### config.mk
export PLATFORM = sky130hd
export DESIGN_NAME = line_position_centroid_top
export DESIGN_NICKNAME = d
export VERILOG_FILES = /design/src/hdl/lpc_pkg.sv /design/src/hdl/line_position_centroid_top.sv
export SDC_FILE = /design/constraint.sdc
export NUM_CORES = 1
export LEC_CHECK = 0
export BUFFER_PORTS_ARGS = -buffer_cell sky130_fd_sc_hd__buf_2
export CAP_MARGIN = 20
export CORE_ASPECT_RATIO = 1.2
export CORE_MARGIN = 5
export CORE_UTILIZATION = 40
export CTS_CLUSTER_DIAMETER = 30
export DETAILED_ROUTE_END_ITERATION = 10
export SLEW_MARGIN = 20
export SYNTH_ARGS = -nofsm -noshare
export SYNTH_HDL_FRONTEND = slang
export SYNTH_SLANG_ARGS = --single-unit
export TNS_END_PERCENT = 50
### constraint.sdc
create_clock -name clk -period 6.59 [get_ports clk]
set_input_delay 0.9885 -clock clk [delete_from_list [all_inputs] [get_ports clk]]
set_output_delay 0.9885 -clock clk [all_outputs]
set_load 0.01 [all_outputs]
### src/hdl/lpc_pkg.sv
// ----------------------------------------------------------------------------
// lpc_pkg
// Types, widths, operation codes and the position weight table shared by
// the line position centroid block.
// ----------------------------------------------------------------------------
package lpc_pkg;

    localparam int MAX_SENSORS      = 8;
    localparam int SENSOR_COUNT_DEF = 8;

    localparam int LEVEL_W  = 12;
    localparam int FUNC_W   = 2;
    localparam int SCALE_W  = 10;   // scaled level 0..1000
    localparam int PROD_W   = 22;   // (level - min) * 1000
    localparam int WEIGHT_W = 13;   // position * 1000
    localparam int WPROD_W  = 23;   // scaled * weight
    localparam int WSUM_W   = 26;   // weighted sum
    localparam int TOTAL_W  = 13;   // sum of scaled levels
    localparam int OFFSET_W = 13;
    localparam int ERR_W    = 14;
    localparam int POS_W    = 3;
    localparam int CNT_W    = 4;

    localparam logic [FUNC_W-1:0] FUNC_CLEAR   = 2'd0;
    localparam logic [FUNC_W-1:0] FUNC_CAL     = 2'd1;
    localparam logic [FUNC_W-1:0] FUNC_MEASURE = 2'd2;

    localparam logic [LEVEL_W-1:0]  LEVEL_TOP    = 12'd4095;
    localparam logic [SCALE_W-1:0]  SCALE_TOP    = 10'd1000;
    localparam logic [OFFSET_W-1:0] OFFSET_RESET = 13'd3500;

    // quotient bits per division: scaled level stays below 1000, centroid below 8192
    localparam logic [CNT_W-1:0] SCALE_STEPS    = 4'd10;
    localparam logic [CNT_W-1:0] CENTROID_STEPS = 4'd13;

    typedef struct packed {
        logic [FUNC_W-1:0]  func;
        logic [LEVEL_W-1:0] level_0;
        logic [LEVEL_W-1:0] level_1;
        logic [LEVEL_W-1:0] level_2;
        logic [LEVEL_W-1:0] level_3;
        logic [LEVEL_W-1:0] level_4;
        logic [LEVEL_W-1:0] level_5;
        logic [LEVEL_W-1:0] level_6;
        logic [LEVEL_W-1:0] level_7;
    } sweep_t;

    typedef struct packed {
        logic signed [ERR_W-1:0] line_error;
        logic                    line_lost;
    } result_t;

    function automatic logic [WEIGHT_W-1:0] pos_weight(input logic [POS_W-1:0] pos);
        logic [WEIGHT_W-1:0] w;
        case (pos)
            3'd0:    w = 13'd0;
            3'd1:    w = 13'd1000;
            3'd2:    w = 13'd2000;
            3'd3:    w = 13'd3000;
            3'd4:    w = 13'd4000;
            3'd5:    w = 13'd5000;
            3'd6:    w = 13'd6000;
            3'd7:    w = 13'd7000;
            default: w = 13'd0;
        endcase
        return w;
    endfunction

endpackage

### src/hdl/line_position_centroid_top.sv
// ----------------------------------------------------------------------------
// line_position_centroid_top
// Calibrated weighted-centroid line sensor with one shared restoring divider.
// ----------------------------------------------------------------------------
// Clear and calibrate beats are absorbed in the cycle they are accepted.
// A measure beat walks the sensors one at a time through the prepare,
// scale, accumulate and add steps. A sensor that reads zero or full scale
// skips the divider; otherwise its level is divided by its span, one
// quotient bit per cycle. The centroid division and the output step follow,
// all divisions sharing the one bit-per-cycle divider. The input is not
// ready while a measure is in flight; a finished result waits in the output
// register without holding off the next sweep, but a later measure waits in
// its output step until that result is taken.
// ----------------------------------------------------------------------------
module line_position_centroid_top #(
    parameter int SENSOR_COUNT = lpc_pkg::SENSOR_COUNT_DEF
) (
    input  logic                          clk,
    input  logic                          rst_n,
    input  logic                          sweep_valid,
    output logic                          sweep_ready,
    input  lpc_pkg::sweep_t               sweep,
    output logic                          result_valid,
    input  logic                          result_ready,
    output lpc_pkg::result_t              result,
    input  logic                          cfg_valid,
    output logic                          cfg_ready,
    input  logic [lpc_pkg::OFFSET_W-1:0]  cfg_data
);
    import lpc_pkg::*;

    localparam int IDX_W = (SENSOR_COUNT > 1) ? $clog2(SENSOR_COUNT) : 1;
    localparam logic [IDX_W-1:0] LAST_IDX = IDX_W'(SENSOR_COUNT - 1);

    localparam logic [2:0] S_IDLE  = 3'd0;
    localparam logic [2:0] S_PREP  = 3'd1;
    localparam logic [2:0] S_SCALE = 3'd2;
    localparam logic [2:0] S_DIV   = 3'd3;
    localparam logic [2:0] S_ACC   = 3'd4;
    localparam logic [2:0] S_ADD   = 3'd5;
    localparam logic [2:0] S_CDIV  = 3'd6;
    localparam logic [2:0] S_FIN   = 3'd7;

    logic [LEVEL_W-1:0] lvl_in [MAX_SENSORS];
    logic [LEVEL_W-1:0] lvl_reg [SENSOR_COUNT];
    logic [LEVEL_W-1:0] min_reg [SENSOR_COUNT];
    logic [LEVEL_W-1:0] max_reg [SENSOR_COUNT];

    logic [2:0]          state_reg, state_next;
    logic [IDX_W-1:0]    idx_reg, idx_next;
    logic [CNT_W-1:0]    cnt_reg, cnt_next;
    logic                cent_mode_reg, cent_mode_next;
    logic                zero_reg, zero_next;
    logic                lost_reg, lost_next;
    logic [LEVEL_W-1:0]  d_reg, d_next;
    logic [TOTAL_W-1:0]  div_reg, div_next;
    logic [TOTAL_W-1:0]  acc_reg, acc_next;
    logic [TOTAL_W-1:0]  num_reg, num_next;
    logic [WPROD_W-1:0]  wprod_reg, wprod_next;
    logic [WSUM_W-1:0]   wsum_reg, wsum_next;
    logic [TOTAL_W-1:0]  total_reg, total_next;
    logic [OFFSET_W-1:0] offset_reg;
    logic                result_valid_reg, result_valid_next;
    result_t             result_reg, result_next;

    logic                sweep_acc;
    logic [LEVEL_W-1:0]  sel_lv, sel_lo, sel_hi;
    logic [PROD_W-1:0]   prod;
    logic [TOTAL_W:0]    shifted;
    logic [TOTAL_W+1:0]  diff;
    logic                ge;
    logic [SCALE_W-1:0]  v;

    assign lvl_in[0] = sweep.level_0;
    assign lvl_in[1] = sweep.level_1;
    assign lvl_in[2] = sweep.level_2;
    assign lvl_in[3] = sweep.level_3;
    assign lvl_in[4] = sweep.level_4;
    assign lvl_in[5] = sweep.level_5;
    assign lvl_in[6] = sweep.level_6;
    assign lvl_in[7] = sweep.level_7;

    assign sweep_ready  = (state_reg == S_IDLE);
    assign sweep_acc    = sweep_valid && sweep_ready;
    assign cfg_ready    = 1'b1;
    assign result_valid = result_valid_reg;
    assign result       = result_reg;

    // config register
    always_ff @(posedge clk or negedge rst_n)
    begin
        if (!rst_n)
        begin
            offset_reg <= OFFSET_RESET;
        end
        else if (cfg_valid && cfg_ready)
        begin
            offset_reg <= cfg_data;
        end
    end

    // calibration span per sensor
    always_ff @(posedge clk or negedge rst_n)
    begin
        if (!rst_n)
        begin
            for (int i = 0; i < SENSOR_COUNT; i++)
            begin
                min_reg[i] <= LEVEL_TOP;
                max_reg[i] <= '0;
            end
        end
        else if (sweep_acc && sweep.func == FUNC_CLEAR)
        begin
            for (int i = 0; i < SENSOR_COUNT; i++)
            begin
                min_reg[i] <= LEVEL_TOP;
                max_reg[i] <= '0;
            end
        end
        else if (sweep_acc && sweep.func == FUNC_CAL)
        begin
            for (int i = 0; i < SENSOR_COUNT; i++)
            begin
                if (lvl_in[i] > max_reg[i])
                begin
                    max_reg[i] <= lvl_in[i];
                end
                if (lvl_in[i] < min_reg[i])
                begin
                    min_reg[i] <= lvl_in[i];
                end
            end
        end
    end

    // captured sweep
    always_ff @(posedge clk)
    begin
        if (sweep_acc)
        begin
            for (int i = 0; i < SENSOR_COUNT; i++)
            begin
                lvl_reg[i] <= lvl_in[i];
            end
        end
    end

    always_comb
    begin
        state_next        = state_reg;
        idx_next          = idx_reg;
        cnt_next          = cnt_reg;
        cent_mode_next    = cent_mode_reg;
        zero_next         = zero_reg;
        lost_next         = lost_reg;
        d_next            = d_reg;
        div_next          = div_reg;
        acc_next          = acc_reg;
        num_next          = num_reg;
        wprod_next        = wprod_reg;
        wsum_next         = wsum_reg;
        total_next        = total_reg;
        result_next       = result_reg;
        result_valid_next = result_valid_reg && !result_ready;

        sel_lv = lvl_reg[idx_reg];
        sel_lo = min_reg[idx_reg];
        sel_hi = max_reg[idx_reg];
        prod   = PROD_W'(d_reg) * PROD_W'(SCALE_TOP);
        v      = num_reg[SCALE_W-1:0];

        // one restoring step: next dividend bit comes off the top of num
        shifted = {acc_reg, num_reg[TOTAL_W-1]};
        diff    = {1'b0, shifted} - {2'b00, div_reg};
        ge      = !diff[TOTAL_W+1];

        case (state_reg)
            S_IDLE:
            begin
                if (sweep_acc && sweep.func == FUNC_MEASURE)
                begin
                    idx_next   = '0;
                    wsum_next  = '0;
                    total_next = '0;
                    state_next = S_PREP;
                end
            end
            S_PREP:
            begin
                zero_next  = (sel_hi <= sel_lo) || (sel_lv <= sel_lo);
                d_next     = sel_lv - sel_lo;
                div_next   = TOTAL_W'(sel_hi - sel_lo);
                state_next = S_SCALE;
            end
            S_SCALE:
            begin
                if (zero_reg)
                begin
                    num_next   = '0;
                    state_next = S_ACC;
                end
                else if (TOTAL_W'(d_reg) >= div_reg)
                begin
                    num_next   = TOTAL_W'(SCALE_TOP);
                    state_next = S_ACC;
                end
                else
                begin
                    // quotient < 1000, so the top bits are already below the span
                    acc_next       = TOTAL_W'(prod[PROD_W-1:SCALE_W]);
                    num_next       = {prod[SCALE_W-1:0], {(TOTAL_W-SCALE_W){1'b0}}};
                    cnt_next       = SCALE_STEPS;
                    cent_mode_next = 1'b0;
                    state_next     = S_DIV;
                end
            end
            S_DIV:
            begin
                acc_next = ge ? diff[TOTAL_W-1:0] : shifted[TOTAL_W-1:0];
                num_next = {num_reg[TOTAL_W-2:0], ge};
                cnt_next = cnt_reg - 1'b1;
                if (cnt_reg == CNT_W'(1))
                begin
                    state_next = cent_mode_reg ? S_FIN : S_ACC;
                end
            end
            S_ACC:
            begin
                wprod_next = WPROD_W'(v) * WPROD_W'(pos_weight(POS_W'(idx_reg)));
                total_next = total_reg + TOTAL_W'(v);
                state_next = S_ADD;
            end
            S_ADD:
            begin
                wsum_next = wsum_reg + WSUM_W'(wprod_reg);
                if (idx_reg == LAST_IDX)
                begin
                    state_next = S_CDIV;
                end
                else
                begin
                    idx_next   = idx_reg + 1'b1;
                    state_next = S_PREP;
                end
            end
            S_CDIV:
            begin
                if (total_reg == '0)
                begin
                    lost_next  = 1'b1;
                    state_next = S_FIN;
                end
                else
                begin
                    lost_next      = 1'b0;
                    acc_next       = wsum_reg[WSUM_W-1:TOTAL_W];
                    num_next       = wsum_reg[TOTAL_W-1:0];
                    div_next       = total_reg;
                    cnt_next       = CENTROID_STEPS;
                    cent_mode_next = 1'b1;
                    state_next     = S_DIV;
                end
            end
            S_FIN:
            begin
                if (!result_valid_reg || result_ready)
                begin
                    if (lost_reg)
                    begin
                        result_next.line_error = '0;
                        result_next.line_lost  = 1'b1;
                    end
                    else
                    begin
                        result_next.line_error =
                            $signed(ERR_W'(num_reg) - ERR_W'(offset_reg));
                        result_next.line_lost  = 1'b0;
                    end
                    result_valid_next = 1'b1;
                    state_next        = S_IDLE;
                end
            end
            default:
            begin
                state_next = S_IDLE;
            end
        endcase
    end

    always_ff @(posedge clk or negedge rst_n)
    begin
        if (!rst_n)
        begin
            state_reg        <= S_IDLE;
            result_valid_reg <= 1'b0;
        end
        else
        begin
            state_reg        <= state_next;
            result_valid_reg <= result_valid_next;
        end
    end

    always_ff @(posedge clk)
    begin
        idx_reg       <= idx_next;
        cnt_reg       <= cnt_next;
        cent_mode_reg <= cent_mode_next;
        zero_reg      <= zero_next;
        lost_reg      <= lost_next;
        d_reg         <= d_next;
        div_reg       <= div_next;
        acc_reg       <= acc_next;
        num_reg       <= num_next;
        wprod_reg     <= wprod_next;
        wsum_reg      <= wsum_next;
        total_reg     <= total_next;
        result_reg    <= result_next;
    end

endmodule

==> impl_metrics.py <==
metrics = {
    "worst_setup_path": {
        "r2r_cells": 17,
        "start_kind": "register",
        "cp.arrival_ns": 6.05,
        "cp.required_ns": 6.99,
        "end_kind": "register",
        "worstReg2RegEnd": "wprod_reg[22]",
        "r2r_slack_ns": 0.93,
        "path_class": "register to register",
        "rr_startpoint": "num_reg[3]",
        "cp_max_fo": 12,
    },
    "timing": {
        "hold_viol": 0,
        "tns_ns": 0,
        "clock.fmax_mhz": 176.8,
        "slew_viol_final": 0,
        "finalCritPeriodShare": 0.8583,
        "setup_viol": 0,
        "skew_ns": 0.08279,
        "relSlewSlack": 0.2504,
        "tightestPinTransition_ns": 1.117,
        "min_period_ns": 5.656,
        "rsz0062_at_grt": "no",
    },
    "clock_tree": {
        "ctsHtreeMaxLevel": 3,
        "post-cts-setup-buffers": 0,
        "cts_buffers": 105,
        "cts-root-buf": "clkbuf_16",
        "cts_tree": "yes",
        "path_clk_slew_ns": 0.04,
        "clockBufferDepth": 3,
        "cts-resized-gates": 0,
        "clk_latency_ns": 0.68,
        "ctsHoldBuffers": 0,
        "cts.sinks": 447,
    },
    "die": {
        "dieArea_mm2": 0.08627,
        "rows": 114,
        "fp.dieH_um": 320.8,
        "core-area_mm2": 0.08016,
        "start_util": 0.4016,
        "io_pins": 134,
        "fp.dieW_um": 269.0,
    },
    "synthesis": {
        "yosysWarnings": 0,
        "ys_types": 81,
        "synth_fp_nets": 3580,
        "synthSimpleGateAreaFrac": 0.09173,
        "seq_area_frac_synth": 0.3854,
        "async_reset_ff_frac": 0.4676,
        "synthXorXnorAreaFrac": 0.02503,
        "synthMuxAreaShare": 0.07136,
        "synthTopCellsByArea": "edfxtp_1 (21%), ha_1 (15%), dfstp_2 (8.4%)",
        "ys.flop_type": "edfxtp_1",
        "syn_avg_cell_area_um2": 10.82,
        "ys_ff_latch": 447,
        "netlist_instances": 2975,
        "synth_area_leader_cell": "edfxtp_1",
        "yosys.area_share.adder": 0.2148,
        "synth_area_mm2": 0.03219,
        "synth_edf_count": 228,
        "synth_compound_area_frac": 0.1517,
        "synth.top_cell.area_share": 0.2127,
        "synth_top_family_by_area": "adder cells",
    },
    "route": {
        "routed_wl_um": 88090,
        "route.met2.wl_um": 42170,
        "vias": 23180,
        "top_layer": "met4",
        "wl_per_cell_um": 20.63,
        "via_per_inst": 5.429,
        "wl_met3_um": 4432,
        "first_pass_iters": 5,
        "drt-met1-wl_um": 38230,
        "drtAntennaViolNets": 0,
        "drc": 0,
        "drt_iter0_drc": 1426,
    },
    "placed_design": {
        "dp_hpwl_um": 67970,
        "io_buffers": 132,
        "gp_congestion": 0.8924,
    },
    "global_routing": {
        "grt_pass1_vias": 23540,
        "antenna_found_initial": 6,
        "grt_overflow": 0,
        "grt_max_degree": 118,
        "grt_pass1_wl_um": 136300,
        "grt_use_total": 0.2033,
    },
    "finish": {
        "layout_common_cells": "inv_1 (387), ha_1 (383), nand2_1 (238)",
        "nNetsFinal": 3734,
        "area_growth_pct": 17.16,
        "layout_commonest_cell": "inv_1",
        "final_layout_size_suffix_gt1_frac": 0.1754,
    },
    "run_status": {
        "status": "finished clean",
    },
    "run": {
        "drv_cap": 0,
    },
    "hold_path": {
        "hold_class": "input port to async pin",
    },
}
worst max path at each step:
stage / startpoint / to / cells after the start
after floorplan: register / wprod_reg[22] / 18
after global placement: num_reg[3] / wprod_reg[22] / 17
final: num_reg[3] / wprod_reg[22] / 17
after global routing: num_reg[3] / wprod_reg[22] / 17
after CTS: num_reg[3] / wprod_reg[22] / 17
after detailed placement: num_reg[3] / wprod_reg[22] / 17
cell type report:
cell class	instances	area, µm²
fill	7414	42450
multi-input combinational	2035	17870
sequential	447	12410
clock buffer	111	2660
inverter	389	1463
tap	1044	1306
clock inverter	89	1159
timing repair buffer	151	838.3
antenna	4	10.01
metal layers:
metal  up-vias  global-route usage
met1     11410              0.2737
met4         0             0.07600
met2       553              0.3340
li1      11080                   -
met5         -                   0
met3       140             0.02961
per-stage QoR:
stage / hold slack (ns) / worst slack (ns) / instance area [µm²] / cells / util
after floorplan: 0.4658 / 0.7573 / 32190 / 2975 / -
after global placement: 0.4828 / 1.033 / 33880 / 4066 / 0.4226
after detailed placement: 0.4853 / 0.9237 / 33880 / 4066 / 0.4226
after CTS: 0.3334 / 0.9195 / 37700 / 4266 / 0.4703
after global routing: 0.3447 / 0.6092 / 37710 / 4267 / 0.4704
final: 0.2893 / 0.9335 / 37710 / 4270 / 0.4705
kinds of logic (layout without fill, tap and decap cells):
| kind of cell | after synthesis | in the layout |
|---|---|---|
| buffers and inverters | 493 | 740 |
| xor gates and xnor gates | 92 | 92 |
| DFF | 447 | 447 |
| muxes | 137 | 137 |
| and+or+nand+nor | 622 | 622 |
| other | 1 | 5 |
| AOI/OAI and AO/OA | 694 | 694 |
| adders and majority gates | 489 | 489 |
cell usage after synthesis (6+ instances only):
cell,number
buf_1,6
and2_1,70
dfxtp_1,10
dfrtp_1,106
a21o_1,72
a21oi_1,151
nand3_1,36
o21ai_0,105
o21a_1,30
nor2_1,120
mux2_2,20
o31ai_1,8
dfstp_2,103
xor2_1,36
o211ai_1,106
nor2b_1,35
mux4_2,72
mux2i_1,45
nor4_1,9
a2111oi_0,11
and3_1,14
a31oi_1,7
fa_1,106
a22o_1,81
xnor2_1,56
a22oi_1,14
nand2_1,240
nand2b_1,25
ha_1,383
nand4_1,19
inv_1,388
buf_4,9
buf_2,22
o22ai_1,11
edfxtp_1,228
o21ai_1,8
nor3_1,28
o31a_1,8
a31oi_4,7
o21bai_1,9
or3_1,11
a211oi_1,11
clkbuf_1,65
worst max-delay path, stage by stage, from the launching register on:
cell and delay (ns):
edfxtp_1 0.58, nand2_1 0.19, fa_1 0.56, inv_1 0.05, fa_1 0.50, inv_1 0.06, fa_1 0.46, fa_1 0.54
inv_1 0.05, fa_1 0.47, ha_1 0.37, nand2_1 0.07, o21ai_0 0.44, a2111oi_2 0.09, o31ai_1 0.38, a41oi_1 0.21
o21a_1 0.24, xnor2_1 0.12
Power is left out: the tool's default activity adds up to more than one toggle a clock period on the data nets, which glitch-free logic cannot reach.
